`src/led_status_pattern_generator_defines.svh`:
```
// Assertion macros used by the pattern generator to check itself.
`ifndef LED_STATUS_PATTERN_GENERATOR_DEFINES_SVH
`define LED_STATUS_PATTERN_GENERATOR_DEFINES_SVH

// Checks that a consequent holds in the same cycle as its antecedent.
`define LSP_ASSERT_NOW(label, clk, rst_n, ante, cons) \
    label: assert property (@(posedge clk) disable iff (!rst_n) (ante) |-> (cons)) \
        else $error("led status pattern generator: check failed");

// Checks that a consequent holds the given delay after its antecedent.
`define LSP_ASSERT_AFTER(label, clk, rst_n, ante, dly, cons) \
    label: assert property (@(posedge clk) disable iff (!rst_n) (ante) |-> ##(dly) (cons)) \
        else $error("led status pattern generator: timing check failed");

`endif

```
`src/lsp_pkg.sv`:
```
package lsp_pkg;

    // Status codes.
    localparam logic [3:0] ST_GENERATING  = 4'd0;
    localparam logic [3:0] ST_DOWNLOADING = 4'd1;
    localparam logic [3:0] ST_CACHING     = 4'd2;
    localparam logic [3:0] ST_CONVERTING  = 4'd3;
    localparam logic [3:0] ST_WRITING     = 4'd4;
    localparam logic [3:0] ST_COMPLETE    = 4'd5;
    localparam logic [3:0] ST_ERROR       = 4'd6;
    localparam logic [3:0] ST_OFF         = 4'd7;

    localparam int CODE_W    = 4;
    localparam int ELAPSED_W = 32;
    localparam int CH_W      = 8;

    // Modulo unit: period = 2^shift * m, with m in {25, 75, 125} and shift >= 2.
    localparam int MOD_X_W   = 30;
    localparam int MOD_R_W   = 28;
    localparam int MOD_SH    = 32;
    localparam int MOD_Q_W   = MOD_X_W + MOD_R_W - MOD_SH;
    localparam int MOD_M_W   = 7;
    localparam int MOD_K_W   = 3;
    localparam int REM_W     = 8;
    localparam int LOW_W     = 5;
    localparam int PHASE_W   = 11;

    // Triangle wave and its division by the half period.
    localparam int RISE_W    = 10;
    localparam int NUM_W     = 18;
    localparam int HREC_W    = 20;
    localparam int HREC_SH   = 28;

    // Channel scaling: (c * s + 127) / 255, done as a multiply by a reciprocal.
    localparam int SCL_W     = 16;
    localparam int SCL_K_W   = 16;
    localparam int SCL_SH    = 23;
    localparam logic [SCL_W-1:0]   SCL_ROUND = 16'd127;
    localparam logic [SCL_K_W-1:0] SCL_RECIP = 16'd32897;
    localparam logic [CH_W-1:0]    FULL_BRIGHT = 8'd255;

    // Blink and timeout limits in milliseconds.
    localparam logic [PHASE_W-1:0]   WR_ON_MS = 11'd250;
    localparam logic [ELAPSED_W-1:0] DONE_MS  = 32'd2000;
    localparam logic [ELAPSED_W-1:0] ERR_STEP = 32'd200;

    // Cycles from an accepted beat to its result strobe.
    localparam int LATENCY = 10;

    typedef struct packed {
        logic [3:0]  led_state;
        logic [31:0] now_ms;
        logic [31:0] state_start_ms;
    } lsp_in_t;

    typedef struct packed {
        logic       recognized;
        logic [7:0] red;
        logic [7:0] green;
        logic [7:0] blue;
        logic       lit;
    } lsp_out_t;

    // Status facts that travel alongside the modulo unit.
    typedef struct packed {
        logic [CODE_W-1:0] code;
        logic              done_on;
        logic              err_on;
    } lsp_side_t;

    typedef struct packed {
        logic [CH_W-1:0] r;
        logic [CH_W-1:0] g;
        logic [CH_W-1:0] b;
    } lsp_rgb_t;

    function automatic logic [MOD_K_W-1:0] mod_shift(input logic [CODE_W-1:0] code);
        logic [MOD_K_W-1:0] k;
        case (code)
            ST_GENERATING:  k = 3'd4;
            ST_DOWNLOADING: k = 3'd3;
            ST_CACHING:     k = 3'd5;
            ST_CONVERTING:  k = 3'd3;
            default:        k = 3'd2;
        endcase
        return k;
    endfunction

    function automatic logic [MOD_M_W-1:0] mod_div(input logic [CODE_W-1:0] code);
        logic [MOD_M_W-1:0] m;
        case (code)
            ST_DOWNLOADING: m = 7'd75;
            ST_CACHING:     m = 7'd25;
            default:        m = 7'd125;
        endcase
        return m;
    endfunction

    // floor(2^32 / m) for the odd factor of the period.
    function automatic logic [MOD_R_W-1:0] mod_recip(input logic [CODE_W-1:0] code);
        logic [MOD_R_W-1:0] r;
        case (code)
            ST_DOWNLOADING: r = 28'd57266230;
            ST_CACHING:     r = 28'd171798691;
            default:        r = 28'd34359738;
        endcase
        return r;
    endfunction

    function automatic logic [PHASE_W-1:0] period(input logic [CODE_W-1:0] code);
        logic [PHASE_W-1:0] p;
        case (code)
            ST_GENERATING:  p = 11'd2000;
            ST_DOWNLOADING: p = 11'd600;
            ST_CACHING:     p = 11'd800;
            ST_CONVERTING:  p = 11'd1000;
            default:        p = 11'd500;
        endcase
        return p;
    endfunction

    // ceil(2^28 / half period); exact for numerators below 2^18.
    function automatic logic [HREC_W-1:0] half_recip(input logic [CODE_W-1:0] code);
        logic [HREC_W-1:0] r;
        case (code)
            ST_GENERATING:  r = 20'd268436;
            ST_DOWNLOADING: r = 20'd894785;
            ST_CACHING:     r = 20'd671089;
            default:        r = 20'd536871;
        endcase
        return r;
    endfunction

    function automatic logic [CH_W-1:0] bright_floor(input logic [CODE_W-1:0] code);
        logic [CH_W-1:0] f;
        case (code)
            ST_GENERATING: f = 8'd48;
            ST_CONVERTING: f = 8'd56;
            default:       f = 8'd64;
        endcase
        return f;
    endfunction

    function automatic lsp_rgb_t color(input logic [CODE_W-1:0] code);
        lsp_rgb_t c;
        case (code)
            ST_GENERATING:  c = '{r: 8'd0,   g: 8'd255, b: 8'd60};
            ST_DOWNLOADING: c = '{r: 8'd0,   g: 8'd90,  b: 8'd255};
            ST_CACHING:     c = '{r: 8'd255, g: 8'd190, b: 8'd0};
            ST_CONVERTING:  c = '{r: 8'd0,   g: 8'd220, b: 8'd160};
            ST_WRITING:     c = '{r: 8'd255, g: 8'd120, b: 8'd0};
            ST_COMPLETE:    c = '{r: 8'd0,   g: 8'd255, b: 8'd60};
            ST_ERROR:       c = '{r: 8'd255, g: 8'd0,   b: 8'd0};
            default:        c = '{r: 8'd0,   g: 8'd0,   b: 8'd0};
        endcase
        return c;
    endfunction

endpackage

```
`src/lsp_phase.sv`:
```
// Three-stage modulo unit: phase = elapsed mod period(code).
// The period is split into 2^k * m; the odd part is reduced by a reciprocal
// multiply followed by one conditional subtract.
module lsp_phase
(
    input  logic                                clk,
    input  logic                                rst_n,
    input  logic                                in_valid,
    input  lsp_pkg::lsp_side_t                  in_side,
    input  logic [lsp_pkg::ELAPSED_W-1:0]       in_elapsed,
    output logic                                out_valid,
    output lsp_pkg::lsp_side_t                  out_side,
    output logic [lsp_pkg::PHASE_W-1:0]         out_phase
);

    localparam int PROD_W = lsp_pkg::MOD_X_W + lsp_pkg::MOD_R_W;

    // Stage 1: quotient estimate.
    logic                           v1_reg;
    lsp_pkg::lsp_side_t             side1_reg;
    logic [lsp_pkg::MOD_X_W-1:0]    x1_reg, x1_next;
    logic [lsp_pkg::MOD_Q_W-1:0]    q1_reg, q1_next;
    logic [lsp_pkg::LOW_W-1:0]      low1_reg;
    logic [PROD_W-1:0]              prod1;

    // Stage 2: raw remainder, below twice the divisor.
    logic                           v2_reg;
    lsp_pkg::lsp_side_t             side2_reg;
    logic [lsp_pkg::REM_W-1:0]      rem2_reg, rem2_next;
    logic [lsp_pkg::LOW_W-1:0]      low2_reg;
    logic [lsp_pkg::MOD_X_W-1:0]    qm2;

    // Stage 3: corrected remainder put back together with the low bits.
    logic                           v3_reg;
    lsp_pkg::lsp_side_t             side3_reg;
    logic [lsp_pkg::PHASE_W-1:0]    phase3_reg, phase3_next;
    logic [lsp_pkg::REM_W-1:0]      m3, r3;
    logic [lsp_pkg::MOD_K_W-1:0]    k3;
    logic [lsp_pkg::PHASE_W-1:0]    mask3;

    always_comb
    begin
        x1_next = lsp_pkg::MOD_X_W'(in_elapsed >> lsp_pkg::mod_shift(in_side.code));
        prod1   = PROD_W'(x1_next) * PROD_W'(lsp_pkg::mod_recip(in_side.code));
        q1_next = prod1[PROD_W-1 -: lsp_pkg::MOD_Q_W];
    end

    always_comb
    begin
        qm2 = lsp_pkg::MOD_X_W'(lsp_pkg::MOD_X_W'(q1_reg)
                                * lsp_pkg::MOD_X_W'(lsp_pkg::mod_div(side1_reg.code)));
        rem2_next = lsp_pkg::REM_W'(x1_reg - qm2);
    end

    always_comb
    begin
        m3 = lsp_pkg::REM_W'(lsp_pkg::mod_div(side2_reg.code));
        k3 = lsp_pkg::mod_shift(side2_reg.code);
        r3 = (rem2_reg >= m3) ? (rem2_reg - m3) : rem2_reg;
        mask3 = (lsp_pkg::PHASE_W'(1) << k3) - lsp_pkg::PHASE_W'(1);
        phase3_next = (lsp_pkg::PHASE_W'(r3) << k3) | (lsp_pkg::PHASE_W'(low2_reg) & mask3);
    end

    always_ff @(posedge clk or negedge rst_n)
    begin
        if (!rst_n)
        begin
            v1_reg <= 1'b0;
            v2_reg <= 1'b0;
            v3_reg <= 1'b0;
        end
        else
        begin
            v1_reg <= in_valid;
            v2_reg <= v1_reg;
            v3_reg <= v2_reg;
        end
    end

    always_ff @(posedge clk)
    begin
        side1_reg  <= in_side;
        x1_reg     <= x1_next;
        q1_reg     <= q1_next;
        low1_reg   <= in_elapsed[lsp_pkg::LOW_W-1:0];
        side2_reg  <= side1_reg;
        rem2_reg   <= rem2_next;
        low2_reg   <= low1_reg;
        side3_reg  <= side2_reg;
        phase3_reg <= phase3_next;
    end

    assign out_valid = v3_reg;
    assign out_side  = side3_reg;
    assign out_phase = phase3_reg;

endmodule

```
`src/led_status_pattern_generator.sv`:
```
// Status LED pattern generator.
//
// A beat is offered on item (status code, current time and the time the
// status began, all in milliseconds) and is taken at a rising edge where
// start is high and busy is low. busy never rises: the pipeline takes a new
// beat in every cycle, so one result per cycle is the sustained rate.
// Each beat gives exactly one result on result, marked by a one-cycle done
// strobe once the beat has passed every register stage. Results leave in
// the order their beats arrived. The receiver cannot stall; the pipeline
// never holds, so nothing is lost or repeated.
// The depth is set by the modulo of the elapsed time (reciprocal multiply,
// remainder, correction), the triangle division by the half period and the
// per-channel brightness scaling, each split over its own register stages.
// Reset clears the valid bits of every stage, so no strobe appears until a
// beat is accepted after reset; payload registers are not reset.

`include "led_status_pattern_generator_defines.svh"

module led_status_pattern_generator
(
    input  logic                clk,
    input  logic                rst_n,
    input  logic                start,
    output logic                busy,
    input  lsp_pkg::lsp_in_t    item,
    output logic                done,
    output lsp_pkg::lsp_out_t   result
);

    // Control that travels with a beat after the phase is known.
    typedef struct packed {
        logic [lsp_pkg::CODE_W-1:0] code;
        logic                       lit;
        logic                       rec;
    } ctl_t;

    localparam int HPROD_W = lsp_pkg::NUM_W + lsp_pkg::HREC_W;
    localparam int SPROD_W = lsp_pkg::SCL_W + lsp_pkg::SCL_K_W;

    // Stage 1: elapsed time, modulo 2^32.
    logic                               v1_reg;
    logic [lsp_pkg::CODE_W-1:0]         code1_reg;
    logic [lsp_pkg::ELAPSED_W-1:0]      e1_reg;
    lsp_pkg::lsp_side_t                 side1;

    // Stages 2 to 4 live in the modulo unit.
    logic                               v4;
    lsp_pkg::lsp_side_t                 side4;
    logic [lsp_pkg::PHASE_W-1:0]        phase4;

    // Stage 5: triangle rise and the lit decision.
    logic                               v5_reg;
    ctl_t                               ctl5_reg, ctl5_next;
    logic [lsp_pkg::RISE_W-1:0]         rise5_reg, rise5_next;
    logic [lsp_pkg::PHASE_W-1:0]        per5;
    logic [lsp_pkg::PHASE_W-1:0]        half5;

    // Stage 6: (255 - floor) * rise.
    logic                               v6_reg;
    ctl_t                               ctl6_reg;
    logic [lsp_pkg::NUM_W-1:0]          num6_reg, num6_next;

    // Stage 7: quotient by the half period.
    logic                               v7_reg;
    ctl_t                               ctl7_reg;
    logic [lsp_pkg::CH_W-1:0]           qd7_reg, qd7_next;
    logic [HPROD_W-1:0]                 hprod7;

    // Stage 8: brightness.
    logic                               v8_reg;
    ctl_t                               ctl8_reg;
    logic [lsp_pkg::CH_W-1:0]           s8_reg, s8_next;

    // Stage 9: c * s + 127 per channel.
    logic                               v9_reg;
    ctl_t                               ctl9_reg;
    logic [lsp_pkg::SCL_W-1:0]          xr9_reg, xg9_reg, xb9_reg;
    logic [lsp_pkg::SCL_W-1:0]          xr9_next, xg9_next, xb9_next;
    lsp_pkg::lsp_rgb_t                  col9;

    // Stage 10: division by 255 and the output register.
    logic                               done_reg;
    lsp_pkg::lsp_out_t                  result_reg, result_next;
    logic [SPROD_W-1:0]                 pr10, pg10, pb10;

    // The pipeline never holds, so a beat is always welcome.
    assign busy = 1'b0;

    // Completion and error windows need only the elapsed time, so they are
    // decided here and ride beside the modulo unit.
    always_comb
    begin
        side1.code    = code1_reg;
        side1.done_on = (e1_reg < lsp_pkg::DONE_MS);
        // Error blinks on the even 200 ms slots of its first 1.2 s.
        side1.err_on  = (e1_reg < lsp_pkg::ERR_STEP)
                     || ((e1_reg >= 2 * lsp_pkg::ERR_STEP) && (e1_reg < 3 * lsp_pkg::ERR_STEP))
                     || ((e1_reg >= 4 * lsp_pkg::ERR_STEP) && (e1_reg < 5 * lsp_pkg::ERR_STEP));
    end

    lsp_phase u_phase
    (
        .clk        (clk),
        .rst_n      (rst_n),
        .in_valid   (v1_reg),
        .in_side    (side1),
        .in_elapsed (e1_reg),
        .out_valid  (v4),
        .out_side   (side4),
        .out_phase  (phase4)
    );

    // The rise folds the phase back down after the half period. For the
    // writing status the same phase is the position inside its 500 ms blink.
    always_comb
    begin
        per5  = lsp_pkg::period(side4.code);
        half5 = per5 >> 1;
        if (phase4 <= half5)
        begin
            rise5_next = lsp_pkg::RISE_W'(phase4);
        end
        else
        begin
            rise5_next = lsp_pkg::RISE_W'(per5 - phase4);
        end
        ctl5_next.code = side4.code;
        ctl5_next.rec  = (side4.code <= lsp_pkg::ST_OFF);
        case (side4.code) inside
            [lsp_pkg::ST_GENERATING:lsp_pkg::ST_CONVERTING]: ctl5_next.lit = 1'b1;
            lsp_pkg::ST_WRITING:  ctl5_next.lit = (phase4 < lsp_pkg::WR_ON_MS);
            lsp_pkg::ST_COMPLETE: ctl5_next.lit = side4.done_on;
            lsp_pkg::ST_ERROR:    ctl5_next.lit = side4.err_on;
            default:              ctl5_next.lit = 1'b0;
        endcase
    end

    always_comb
    begin
        num6_next = lsp_pkg::NUM_W'(lsp_pkg::FULL_BRIGHT - lsp_pkg::bright_floor(ctl5_reg.code))
                  * lsp_pkg::NUM_W'(rise5_reg);
    end

    // Exact quotient: the reciprocal is rounded up with enough spare bits.
    always_comb
    begin
        hprod7   = HPROD_W'(num6_reg) * HPROD_W'(lsp_pkg::half_recip(ctl6_reg.code));
        qd7_next = hprod7[lsp_pkg::HREC_SH +: lsp_pkg::CH_W];
    end

    // Blinking and solid statuses run at full brightness, which leaves the
    // color unchanged through the scaling below.
    always_comb
    begin
        if (ctl7_reg.code <= lsp_pkg::ST_CONVERTING)
        begin
            s8_next = lsp_pkg::bright_floor(ctl7_reg.code) + qd7_reg;
        end
        else
        begin
            s8_next = lsp_pkg::FULL_BRIGHT;
        end
    end

    always_comb
    begin
        col9     = lsp_pkg::color(ctl8_reg.code);
        xr9_next = lsp_pkg::SCL_W'(col9.r) * lsp_pkg::SCL_W'(s8_reg) + lsp_pkg::SCL_ROUND;
        xg9_next = lsp_pkg::SCL_W'(col9.g) * lsp_pkg::SCL_W'(s8_reg) + lsp_pkg::SCL_ROUND;
        xb9_next = lsp_pkg::SCL_W'(col9.b) * lsp_pkg::SCL_W'(s8_reg) + lsp_pkg::SCL_ROUND;
    end

    // x / 255 for 16-bit x is (x * 32897) >> 23; a dark LED shows zeros.
    always_comb
    begin
        pr10 = SPROD_W'(xr9_reg) * SPROD_W'(lsp_pkg::SCL_RECIP);
        pg10 = SPROD_W'(xg9_reg) * SPROD_W'(lsp_pkg::SCL_RECIP);
        pb10 = SPROD_W'(xb9_reg) * SPROD_W'(lsp_pkg::SCL_RECIP);
        result_next.recognized = ctl9_reg.rec;
        result_next.lit        = ctl9_reg.lit;
        if (ctl9_reg.lit)
        begin
            result_next.red   = pr10[lsp_pkg::SCL_SH +: lsp_pkg::CH_W];
            result_next.green = pg10[lsp_pkg::SCL_SH +: lsp_pkg::CH_W];
            result_next.blue  = pb10[lsp_pkg::SCL_SH +: lsp_pkg::CH_W];
        end
        else
        begin
            result_next.red   = '0;
            result_next.green = '0;
            result_next.blue  = '0;
        end
    end

    always_ff @(posedge clk or negedge rst_n)
    begin
        if (!rst_n)
        begin
            v1_reg   <= 1'b0;
            v5_reg   <= 1'b0;
            v6_reg   <= 1'b0;
            v7_reg   <= 1'b0;
            v8_reg   <= 1'b0;
            v9_reg   <= 1'b0;
            done_reg <= 1'b0;
        end
        else
        begin
            v1_reg   <= start && !busy;
            v5_reg   <= v4;
            v6_reg   <= v5_reg;
            v7_reg   <= v6_reg;
            v8_reg   <= v7_reg;
            v9_reg   <= v8_reg;
            done_reg <= v9_reg;
        end
    end

    always_ff @(posedge clk)
    begin
        code1_reg  <= item.led_state;
        e1_reg     <= item.now_ms - item.state_start_ms;
        ctl5_reg   <= ctl5_next;
        rise5_reg  <= rise5_next;
        ctl6_reg   <= ctl5_reg;
        num6_reg   <= num6_next;
        ctl7_reg   <= ctl6_reg;
        qd7_reg    <= qd7_next;
        ctl8_reg   <= ctl7_reg;
        s8_reg     <= s8_next;
        ctl9_reg   <= ctl8_reg;
        xr9_reg    <= xr9_next;
        xg9_reg    <= xg9_next;
        xb9_reg    <= xb9_next;
        result_reg <= result_next;
    end

    assign done   = done_reg;
    assign result = result_reg;

    // Every accepted beat produces its strobe after the pipeline depth.
    `LSP_ASSERT_AFTER(a_beat_to_done, clk, rst_n, start && !busy, lsp_pkg::LATENCY, done)
    // No strobe without a beat accepted the pipeline depth before.
    `LSP_ASSERT_NOW(a_done_has_beat, clk, rst_n, done, $past(start && !busy, lsp_pkg::LATENCY))
    // A dark LED carries no color.
    `LSP_ASSERT_NOW(a_dark_is_black, clk, rst_n, done && !result.lit,
                    (result.red == '0) && (result.green == '0) && (result.blue == '0))
    // An unknown status never lights the LED.
    `LSP_ASSERT_NOW(a_unknown_dark, clk, rst_n, done && !result.recognized, !result.lit)

endmodule

```
`config.mk`:
```
export PLATFORM = sky130hd
export DESIGN_NAME = led_status_pattern_generator
export DESIGN_NICKNAME = d
export VERILOG_FILES = /design/src/lsp_pkg.sv /design/src/lsp_phase.sv /design/src/led_status_pattern_generator.sv
export VERILOG_INCLUDE_DIRS = /design/src /design/src/src
export SDC_FILE = /design/constraint.sdc
export NUM_CORES = 2
export LEC_CHECK = 0
export ABC_AREA = 0
export BUFFER_PORTS_ARGS = -buffer_cell sky130_fd_sc_hd__clkbuf_2
export CORE_MARGIN = 5
export CORE_UTILIZATION = 40
export CTS_CLUSTER_DIAMETER = 80
export DETAILED_ROUTE_END_ITERATION = 10
export GPL_ROUTABILITY_DRIVEN = 0
export PLACE_DENSITY = 0.58
export SLEW_MARGIN = 0
export SYNTH_ARGS = -nofsm -noshare
export SYNTH_HDL_FRONTEND = slang
export SYNTH_SLANG_ARGS = --single-unit
```
`constraint.sdc`:
```
create_clock -name clk -period 12.61 [get_ports clk]
set_input_delay 1.261 -clock clk [delete_from_list [all_inputs] [get_ports clk]]
set_output_delay 1.261 -clock clk [all_outputs]
set_load 0.02 [all_outputs]
```
==> run summary <==
Commonest non-fill, non-tap cell in the layout -> inv_1
Hold Startpoint -> e1_reg[1]$_DFF_P_
CP Launch Point -> code1_reg[3]$_DFF_P_
Fin. max-slew vios -> 0
Critical Path RT -> 13.05 ns
Routed Antenna Nets -> 0
Crit end category -> register
Synth Area per Inst -> 9.47 µm²
# fillers -> 11400
Area growth syn-to-layout -> 7.57%
Max Clk Rate -> 92.7 MHz
Worst reg2reg startpoint -> code1_reg[3]$_DFF_P_
Hold WC Path Type -> register to register
Tcrit/Tclk final -> 85.6%
Design area -> 50600 µm²
Core area -> 117000 µm²
Via density -> 4.90
Clock Tree Buf Depth -> 3
Root Driver -> clkbuf_16
Post-CTS Resized -> 0
Crit-path max cell delay -> 0.96 ns
Max reg flops -> 32
Hold-fix buffers, CTS -> 0
Mapped Cells -> 4963
Vias in the first global route -> 35100
GRT Residual Overflow -> 0
Pre-CTS setup slack -> 1.80 ns
Final hold violation count -> 0
Top cell by count, worst path -> fa_1
# DRC -> 0
Worst skew pair latency -> 0.59 ns
Routed WL -> 119 mm
Worst hold path stage count -> 0
WS Path Type -> register to register
Synth Cell Area -> 47000 µm²
Minimum clock period -> 10.79 ns
Post-synth ARST share -> 3.95%
Worst path arrival time -> 11.23 ns
CTS tree -> yes
Final worst slack -> 1.82 ns
Die span in x -> 353 µm
Slowest CP cell -> nand2_1
WL per Instance -> 17.9 µm
First-pass GRT wire length -> 193 mm
Starting DRT DRC Count -> 1757
Share of layout cells above drive strength 1 -> 4.62%
Row cnt -> 125
RSZ-0062 raised after global routing -> false
Crit-path max FO -> 24
Die area -> 124000 µm²
Final setup fails -> 0
Post-CTS Repair Setup Buffers -> 0
Antenna violations before repair -> 3
Number of buffers inserted by port buffering -> 97
Largest net degree at the start of global routing -> 60
CTS sink count -> 253
Clk slew on worst S/H paths -> 0.06 ns
Outcome -> completed
DR vias -> 32400
Total track usage -> 19.6%
Number of I/O pins -> 99
Seq/Total Area, Yosys -> 10.9%
Slew HR -> 13.9%
Htree depth -> 2
Worst reg2reg path depth -> 27
Synth cell types -> 78
Final Skew -> 0.0335 ns
Die height -> 353 µm
Dpl hpwl -> 104 mm
Warnings, synthesis -> 0
Dpl cell area -> 49300 µm²
Post-synth EDFFs -> 0
Setup_tns -> 0 ns
Clock buffer count from CTS -> 38
Most frequent cells in the layout -> 1310 x inv_1, 851 x fa_1, 772 x ha_1
Max Cap Viol -> 0
Initial core utilization -> 40.3%
Yosys reg bits -> 253
Worst Tran Pin Value -> 1.29 ns
Setup crit start kind -> register
Drt first pass iters -> 5
Top_reg_cell synth -> dfxtp_1
# nets final -> 6751
[worst paths after layout]
check	end	slack [ns]
max in group asynchronous	u_phase.out_valid$_DFF_PN0_	11.87
min in group asynchronous	v9_reg$_DFF_PN0_	0.55
min	u_phase.low1_reg[1]$_DFF_P_	0.32
max reg2reg	u_phase.q1_reg[7]$_DFF_P_	1.82
min reg2reg	u_phase.low1_reg[1]$_DFF_P_	0.32
max	u_phase.q1_reg[7]$_DFF_P_	1.82
[layout make-up]
cell class	count	area, µm²	area share, %
Inverter	1313	4930	9.75
Clock buffer	45	1030	2.03
Tap cell	1524	1910	3.77
Sequential cell	253	5110	10.1
Timing Repair Buffer	116	628	1.24
Multi-Input combinational cell	3335	36700	72.6
Clock inverter	24	248	0.490
Antenna cell	3	7.51	0.0148
[worst max-delay path: cells and delay by family (launching register included)]
kind / cells / cell delay (ns)
buffers and inverters: 4 / 0.23
adder cells (fa/ha/maj): 8 / 3.93
XOR/XNOR: 1 / 0.12
AND/OR/NAND/NOR: 9 / 3.68
flip-flops: 1 / 0.51
AO/OA/AOI/OAI: 5 / 2.13
[cells by family after synthesis]
family	Yosys count	share of synthesized area (%)
AO/OA/AOI/OAI	462	6.30
XOR/XNOR	192	3.58
adder cells (fa/ha/maj)	1624	56.8
buffers and inverters	1405	11.3
flip-flops	253	10.9
multiplexers	55	1.25
other	2	0.0160
AND/OR/NAND/NOR	970	9.84
[synthesized netlist by cell type (10+ instances only)]
cell type	count	area share (%)
mux2_2	10	0.24
nor4_1	12	0.16
nand3_1	28	0.30
nor2b_1	37	0.49
mux2i_1	41	0.87
a21oi_1	135	1.4
inv_1	1310	10
nor3_1	33	0.35
or2_2	15	0.20
xnor2_1	152	2.8
o21a_1	26	0.42
o21bai_1	26	0.42
or3_1	11	0.15
clkbuf_1	72	0.57
dfxtp_1	243	10
nand4_1	15	0.20
ha_1	772	21
and3_1	39	0.52
nand2b_1	17	0.23
fa_1	851	36
and2_1	163	2.2
dfrtp_1	10	0.53
nand2_1	344	2.7
o21ai_0	93	0.99
a21o_1	66	1.1
xor2_1	40	0.75
a31oi_1	15	0.20
a211oi_1	10	0.16
nor2_1	231	1.8
[metal layers]
metal | vias to the layer above | track usage [%] | part of all wire (%)
li1 | 15400 | - | -
met4 | 0 | 6.64 | 4.0
met3 | 205 | 2.97 | 5.6
met5 | - | 0 | 0
met2 | 895 | 32.3 | 46
met1 | 15900 | 26.5 | 45
[metrics by stage]
| stage | util [%] | hold slack (ns) | cells |
|---|---|---|---|
| 2_1_floorplan | - | 0.310 | 4993 |
| 3_3_place_gp | 42.3 | 0.312 | 6541 |
| 3_5_place_dp | 42.3 | 0.312 | 6541 |
| 4_1_cts | 43.4 | 0.326 | 6610 |
| 5_1_grt | 43.4 | 0.336 | 6610 |
| 6_report | 43.4 | 0.323 | 6613 |
Power is not shown: default switching activity piles up to over one toggle a cycle in this logic, so the estimate is an artifact.
